`src/hdl/gpbc_pkg.sv`:
```
package gpbc_pkg;

  typedef logic [63:0] word_t;
  typedef logic [3:0][63:0] blk_t;
  typedef logic [7:0] tab16_t [16];

  typedef enum logic {
    MODE_FWD = 1'b0,
    MODE_INV = 1'b1
  } mode_t;

  // Carry-less multiplier of the byte step
  localparam logic [7:0] CLMUL_K = 8'h16;

  localparam tab16_t FWD_HI_TAB = '{8'h00, 8'h02, 8'h04, 8'h06, 8'h28, 8'h2a, 8'h2c, 8'h2e,
                                    8'h72, 8'h70, 8'h76, 8'h74, 8'h5a, 8'h58, 8'h5e, 8'h5c};
  localparam tab16_t FWD_LO_TAB = '{8'h00, 8'h00, 8'h00, 8'h00, 8'h02, 8'h02, 8'h02, 8'h02,
                                    8'h06, 8'h06, 8'h06, 8'h06, 8'h04, 8'h04, 8'h04, 8'h04};
  localparam tab16_t INV_LO_TAB = '{8'h00, 8'h00, 8'h00, 8'h00, 8'h02, 8'h02, 8'h02, 8'h02,
                                    8'h04, 8'h04, 8'h04, 8'h04, 8'h06, 8'h06, 8'h06, 8'h06};
  localparam tab16_t INV_HI_TAB = '{8'h00, 8'h02, 8'h04, 8'h06, 8'h2c, 8'h2e, 8'h28, 8'h2a,
                                    8'h58, 8'h5a, 8'h5c, 8'h5e, 8'h74, 8'h76, 8'h70, 8'h72};
  localparam tab16_t INV_MULHI_TAB = '{8'h00, 8'h01, 8'h02, 8'h03, 8'h05, 8'h04, 8'h07, 8'h06,
                                       8'h0b, 8'h0a, 8'h09, 8'h08, 8'h0e, 8'h0f, 8'h0c, 8'h0d};

  // Carry-less 8x8 multiply, low byte kept
  function automatic logic [7:0] clmul8(input logic [7:0] a, input logic [7:0] b);
    logic [7:0] r;
    r = '0;
    for (int i = 0; i < 8; i++) begin
      if (b[i]) begin
        r = r ^ 8'(a << i);
      end
    end
    return r;
  endfunction

  // Half-fold one 64-bit word as a single 32/32 chunk
  function automatic word_t fold32(input word_t w, input int unsigned k, input logic inv);
    logic [31:0] lo;
    logic [31:0] hi;
    lo = w[31:0];
    hi = w[63:32];
    if (!inv) begin
      hi = hi ^ (hi >> (32 - k));
      lo = lo ^ (hi << k);
    end else begin
      lo = lo ^ (hi << k);
      hi = hi ^ (hi >> (32 - k));
    end
    return {hi, lo};
  endfunction

  // Half-fold both 32-bit chunks of a word as 16/16 pairs
  function automatic word_t fold16(input word_t w, input int unsigned k, input logic inv);
    word_t       r;
    logic [15:0] lo;
    logic [15:0] hi;
    r = '0;
    for (int g = 0; g < 2; g++) begin
      lo = w[32*g +: 16];
      hi = w[32*g+16 +: 16];
      if (!inv) begin
        hi = hi ^ (hi >> (16 - k));
        lo = lo ^ (hi << k);
      end else begin
        lo = lo ^ (hi << k);
        hi = hi ^ (hi >> (16 - k));
      end
      r[32*g +: 16]    = lo;
      r[32*g+16 +: 16] = hi;
    end
    return r;
  endfunction

  // Half-fold a 128-bit chunk; result is {hi, lo}
  function automatic logic [127:0] fold_pair(input word_t lo, input word_t hi,
                                             input int unsigned k, input logic inv);
    word_t l;
    word_t h;
    l = lo;
    h = hi;
    if (!inv) begin
      h = h ^ (h >> (64 - k));
      l = l ^ (h << k);
    end else begin
      l = l ^ (h << k);
      h = h ^ (h >> (64 - k));
    end
    return {h, l};
  endfunction

  // Half-fold the whole 256-bit block
  function automatic blk_t fold_blk(input blk_t b, input int unsigned k, input logic inv);
    blk_t r;
    r = b;
    if (!inv) begin
      r[2] = r[2] ^ (r[3] >> (64 - k));
    end
    r[0] = r[0] ^ (r[2] << k);
    r[1] = r[1] ^ ((r[3] << k) | (r[2] >> (64 - k)));
    if (inv) begin
      r[2] = r[2] ^ (r[3] >> (64 - k));
    end
    return r;
  endfunction

  // Both 128-bit halves of the block
  function automatic blk_t fold_halves(input blk_t b, input int unsigned k, input logic inv);
    blk_t r;
    r = b;
    {r[1], r[0]} = fold_pair(b[0], b[1], k, inv);
    {r[3], r[2]} = fold_pair(b[2], b[3], k, inv);
    return r;
  endfunction

  function automatic blk_t words32(input blk_t b, input int unsigned k, input logic inv);
    blk_t r;
    for (int i = 0; i < 4; i++) begin
      r[i] = fold32(b[i], k, inv);
    end
    return r;
  endfunction

  function automatic blk_t words16(input blk_t b, input int unsigned k, input logic inv);
    blk_t r;
    for (int i = 0; i < 4; i++) begin
      r[i] = fold16(b[i], k, inv);
    end
    return r;
  endfunction

  // Forward byte step on each 16-bit unit
  function automatic blk_t byte_fwd(input blk_t b);
    logic [255:0] v;
    logic [7:0]   l;
    logic [7:0]   h;
    v = b;
    for (int u = 0; u < 16; u++) begin
      l = v[16*u +: 8];
      h = v[16*u+8 +: 8];
      h = h ^ (clmul8(CLMUL_K, {4'h0, h[7:4]}) >> 4);
      l = l ^ clmul8(CLMUL_K, h);
      h = h ^ FWD_HI_TAB[h[7:4]];
      l = l ^ FWD_HI_TAB[l[7:4]];
      h = h ^ FWD_LO_TAB[h[3:0]];
      l = l ^ FWD_LO_TAB[l[3:0]];
      v[16*u +: 8]   = l;
      v[16*u+8 +: 8] = h;
    end
    return blk_t'(v);
  endfunction

  // Inverse byte step: per-byte tables, then per-unit multiply
  function automatic blk_t byte_inv(input blk_t b);
    logic [255:0] v;
    logic [7:0]   x;
    logic [7:0]   l;
    logic [7:0]   h;
    v = b;
    for (int u = 0; u < 32; u++) begin
      x = v[8*u +: 8];
      x = x ^ INV_LO_TAB[x[3:0]];
      x = x ^ INV_HI_TAB[x[7:4]];
      v[8*u +: 8] = x;
    end
    for (int u = 0; u < 16; u++) begin
      l = v[16*u +: 8];
      h = v[16*u+8 +: 8];
      l = l ^ clmul8(CLMUL_K, h);
      h = h ^ INV_MULHI_TAB[h[7:4]];
      v[16*u +: 8]   = l;
      v[16*u+8 +: 8] = h;
    end
    return blk_t'(v);
  endfunction

endpackage

```
`src/hdl/gpbc_core.sv`:
```
module gpbc_core (
  input  logic            mode,
  input  gpbc_pkg::blk_t  blk_in,
  output gpbc_pkg::blk_t  blk_out
);

  gpbc_pkg::blk_t fwd;
  gpbc_pkg::blk_t inv;

  // Forward layer sequence
  always_comb begin
    fwd = gpbc_pkg::fold_blk(blk_in, 8, 1'b0);
    fwd = gpbc_pkg::fold_halves(fwd, 4, 1'b0);
    fwd = gpbc_pkg::words32(fwd, 2, 1'b0);
    fwd = gpbc_pkg::words16(fwd, 1, 1'b0);
    fwd = gpbc_pkg::byte_fwd(fwd);
    fwd = gpbc_pkg::fold_blk(fwd, 32, 1'b0);
    fwd = gpbc_pkg::fold_halves(fwd, 16, 1'b0);
    fwd = gpbc_pkg::words32(fwd, 16, 1'b0);
    fwd[2] = fwd[2] ^ fwd[3];
    fwd[1] = fwd[1] ^ fwd[2];
  end

  // Inverse layer sequence, starting with the inverse byte step
  always_comb begin
    inv = gpbc_pkg::byte_inv(blk_in);
    inv = gpbc_pkg::words32(inv, 16, 1'b1);
    inv[1] = inv[1] ^ inv[2];
    inv[2] = inv[2] ^ inv[3];
    inv = gpbc_pkg::fold_halves(inv, 16, 1'b1);
    inv = gpbc_pkg::fold_blk(inv, 32, 1'b1);
    inv = gpbc_pkg::words16(inv, 1, 1'b1);
    inv = gpbc_pkg::words32(inv, 2, 1'b1);
    inv = gpbc_pkg::fold_halves(inv, 4, 1'b1);
    inv = gpbc_pkg::fold_blk(inv, 8, 1'b1);
  end

  // Select by mode
  always_comb begin
    unique case (gpbc_pkg::mode_t'(mode))
      gpbc_pkg::MODE_FWD: blk_out = fwd;
      gpbc_pkg::MODE_INV: blk_out = inv;
      default:            blk_out = fwd;
    endcase
  end

endmodule

```
`src/hdl/gf2_poly_basis_convert_256_top.sv`:
```
// Basis conversion of one 256-bit binary polynomial over GF(2).
//
// Request channel: drive in_mode, in_word0..in_word3 and in_last_block with
// start high; the request is taken at a rising edge where start is high and
// busy is low. busy is low whenever rst_n is high, so one request can be
// taken on every clock edge.
// Result channel: out_valid is high for exactly one cycle per request, with
// out_out0..out_out3 and out_last_out (copy of in_last_block) valid in that
// cycle. The receiver cannot stall; results must be taken as they appear.
// Path: a taken request is held in the input register, passes the XOR
// network, and its result is held in the result register that drives the
// outputs.
// Throughput: one 256-bit block per cycle, set by the single registered pass
// through the fixed XOR network.
// Reset: rst_n is synchronous and active low; it drops any request in flight
// and holds busy high while asserted. The data registers are not reset.
module gf2_poly_basis_convert_256_top (
  input  logic        clk,
  input  logic        rst_n,
  input  logic        start,
  output logic        busy,
  input  logic        in_mode,
  input  logic [63:0] in_word0,
  input  logic [63:0] in_word1,
  input  logic [63:0] in_word2,
  input  logic [63:0] in_word3,
  input  logic        in_last_block,
  output logic        out_valid,
  output logic [63:0] out_out0,
  output logic [63:0] out_out1,
  output logic [63:0] out_out2,
  output logic [63:0] out_out3,
  output logic        out_last_out
);

  logic           in_vld_r;
  logic           in_vld_nxt;
  logic           in_mode_r;
  gpbc_pkg::blk_t in_blk_r;
  logic           in_last_r;
  logic           out_vld_r;
  gpbc_pkg::blk_t out_blk_r;
  gpbc_pkg::blk_t out_blk_nxt;
  logic           out_last_r;

  assign busy       = ~rst_n;
  assign in_vld_nxt = start & ~busy;

  // Capture request control
  always_ff @(posedge clk) begin
    if (!rst_n) begin
      in_vld_r  <= 1'b0;
      out_vld_r <= 1'b0;
    end else begin
      in_vld_r  <= in_vld_nxt;
      out_vld_r <= in_vld_r;
    end
  end

  // Capture request payload
  always_ff @(posedge clk) begin
    if (in_vld_nxt) begin
      in_mode_r <= in_mode;
      in_blk_r  <= {in_word3, in_word2, in_word1, in_word0};
      in_last_r <= in_last_block;
    end
  end

  gpbc_core u_core (
    .mode    (in_mode_r),
    .blk_in  (in_blk_r),
    .blk_out (out_blk_nxt)
  );

  // Hold result for its strobe cycle
  always_ff @(posedge clk) begin
    if (in_vld_r) begin
      out_blk_r  <= out_blk_nxt;
      out_last_r <= in_last_r;
    end
  end

  assign out_valid    = out_vld_r;
  assign out_out0     = out_blk_r[0];
  assign out_out1     = out_blk_r[1];
  assign out_out2     = out_blk_r[2];
  assign out_out3     = out_blk_r[3];
  assign out_last_out = out_last_r;

endmodule

```
`config.mk`:
```
export PLATFORM = sky130hd
export DESIGN_NAME = gf2_poly_basis_convert_256_top
export DESIGN_NICKNAME = d
export VERILOG_FILES = /design/src/hdl/gpbc_pkg.sv /design/src/hdl/gpbc_core.sv /design/src/hdl/gf2_poly_basis_convert_256_top.sv
export SDC_FILE = /design/constraint.sdc
export NUM_CORES = 2
export LEC_CHECK = 0
export BUFFER_PORTS_ARGS = -buffer_cell sky130_fd_sc_hd__buf_2
export CAP_MARGIN = 20
export CORE_MARGIN = 4
export CORE_UTILIZATION = 50
export DETAILED_ROUTE_END_ITERATION = 10
export MAX_ROUTING_LAYER = met4
export PLACE_DENSITY = 0.77
export SLEW_MARGIN = 20
export SYNTH_ARGS = -nofsm -noshare
export SYNTH_HDL_FRONTEND = slang
export SYNTH_HIERARCHICAL = 1
export SYNTH_SLANG_ARGS = --single-unit
export TNS_END_PERCENT = 10
```
`constraint.sdc`:
```
create_clock -name clk -period 7.3 [get_ports clk]
set_input_delay 0.73 -clock clk [delete_from_list [all_inputs] [get_ports clk]]
set_output_delay 0.73 -clock clk [all_outputs]
set_load 0.01 [all_outputs]
```
==> qor.yml <==
fmax_mhz: 159
cts_sinks: 517
fin_skew_ns: 0.0254
drive_gt1_share_pct: 18.1
ioPinCount: 520
hold_depth: 1
yosysWarnings: 6
fin_crit_sh_pct: 86.4
antenna_found_initial: 16
drt_iter0_drc: 6560
dieArea_sq_um: 102000
worst_slew_pin_slew_ns: 1.42
hold_buffers: 0
synth_common_cells: "2,024 x xnor2_1, 609 x xor2_1, 515 x edfxtp_1, 214 x xnor3_1, 120 x nand2_1"
row_count: 113
final-hold-violation-count: 0
cts_tree: "built"
die_x_um: 319
grt_overflow_total: 0
post_cts_buffers: 0
status: "finished clean"
synthTopCellsByArea: "xnor2_1 37%, edfxtp_1 32%, xor2_1 11%"
max_cap_viol_count: 0
ys_seq_area_share_pct: 32.1
ys_ff_latch: 517
insertion_delay_ns: 0.65
rrSetupSlack_ns: 0.99
cts_buffer_depth: 3
core-area_sq_um: 95400
slew_headroom_pct: 4.89
initial_core_util_pct: 50.6
place_congestion: 1.24
dp.final_hpwl_um: 237000
chipHeight_um: 319
numCtsBuffers: 52
synth_top_area_cell: "xnor2_1"
htreeDepth: 2
fin_cells: 6002
fin_nets: 4963
crit_type: "reg2reg"
wl_per_cell_um: 46.4
grt_first_pass_wirelength_um: 353000
rsz0062_at_grt: "false"
crit_fanout: 7
fin_crit_ns: 6.31
synthDistinctLibCells: 26
avgSynthCellArea_sq_um: 11.7
syn_inst: 4116
synth_nets: 4393
synth_edf_count: 515
min_from: "in_word3[8]"
netlist_area_sq_um: 48300
cts.clk_slew.worst_paths_ns: 0.06
cp.required_ns: 7.64
viasPerCell: 6.19
dr_total_vias: 37157
r2r-start: "in_blk_r[190]"
r2r_end: "out_out0[9]"
critPathArrivalTime_ns: 6.65
start_kind: "flip-flop"
hold_path_class: "in2reg"
portBuffers: 519
synthFlopType: "edfxtp_1"
drtPass1Iterations: 6
whs_endpoint: "in_blk_r[200]"
antenna_left: 0
finalSetupTns_ns: 0
yosysTopAreaCellShare_pct: 36.7
setup-violations-final: 0
endpoint_kind: "flip-flop"
area_delta_synth_final_pct: 14.0
routed_wl_um: 278000
cts_resized: 0
dp.cells: 5894
reg2reg_depth: 13
grt_max_degree: 169
synthMostInstantiatedCell: "xnor2_1"
track_usage_pct: 54.9
grt_pass1_vias: 34982
drc_errors: 0
synth_async_sr_flop_share_pct: 0
drv_slew: 0
cts-root-buf: "clkbuf_16"
post-route-util_pct: 57.6
-- layer usage --
| metal | global-route usage (%) | vias up | part of all wire [%] |
|---|---|---|---|
| met1 | 65.6 | 18179 | 36 |
| met4 | 43.8 | 0 | 11 |
| met2 | 72.4 | 3569 | 39 |
| met5 | - | - | 0 |
| met3 | 22.1 | 982 | 15 |
| li1 | - | 14427 | - |
-- state kept, by name, summed over array words and instances, names as in the netlist --
register and cells:
out_valid 1, out_out2 64, out_out0 64, in_vld_r 1, out_out3 64, in_last_r 1
out_last_out 1, out_out1 64, in_mode_r 1, in_blk_r 256
-- cell families (layout without fill, tap and decap cells) --
logic type / count (synthesis) / after routing / synth area share, %
other: 0 / 13 / 0
adders and majority gates: 16 / 16 / 0.415
buffers and inverters: 194 / 802 / 1.65
DFF: 517 / 517 / 32.1
AOI/OAI and AO/OA: 196 / 196 / 2.03
muxes: 30 / 30 / 0.643
xor gates and xnor gates: 2928 / 2928 / 61.3
and+or+nand+nor: 235 / 235 / 1.85
-- cell usage in the layout (no fill, tap or decap), drive strengths merged --
cell,count
a21oi,89
and2,4
buf,687
bufinv,2
clkbuf,64
clkinv,23
clkinvlp,3
dfxtp,2
diode,13
edfxtp,515
ha,16
inv,23
mux2,8
mux2i,22
nand2,120
nor2,110
nor2b,1
o21ai,107
xnor2,2061
xnor3,215
xor2,612
xor3,40
-- worst max path at each step --
stage,from,end,slack (ns),cells past startpoint
floorplan,rst_n,in_blk_r[0],0.09,1
global placement,in_blk_r[251],out_out0[17],1.23,10
detailed placement,in_blk_r[247],out_out0[17],1.44,10
CTS,in_blk_r[190],out_out0[9],1.41,13
global route,in_blk_r[190],out_out1[5],1.10,14
finish,in_blk_r[190],out_out0[9],0.99,13
-- cell type report --
type / count / area [sq um]
fillers: 8123 / 40400
multi-input cells: 3405 / 32300
flip-flops and latches: 517 / 15500
repair buffers: 687 / 3890
well taps: 1265 / 1580
clock buffers: 64 / 1390
clock inverters: 28 / 201
inverters: 23 / 87.6
diodes: 13 / 32.5
-- critical path: stages (launching register included) --
cell and delay [ns]:
edfxtp_1 0.76, xnor2_2 0.18, buf_4 0.24, inv_1 0.09, ha_1 0.18, nor2_1 0.29
xnor3_1 0.50, xnor2_1 0.70, xnor2_1 0.56, xnor2_1 0.58, xor3_1 0.62, xor2_1 0.93
xnor2_1 0.23, a21oi_1 0.11
-- metrics by stage --
step                      hold WS [ns]  setup slack [ns]  cell area [sq um]
final                            0.255             0.992              55000
after global routing             0.250              1.10              55000
after CTS                        0.232              1.41              54900
after detailed placement         0.416              1.44              53300
after global placement           0.402              1.23              53200
after floorplan                  0.400            0.0894              48300
Power is not shown: default switching activity piles up to over one toggle a cycle in this logic, so the estimate is an artifact.
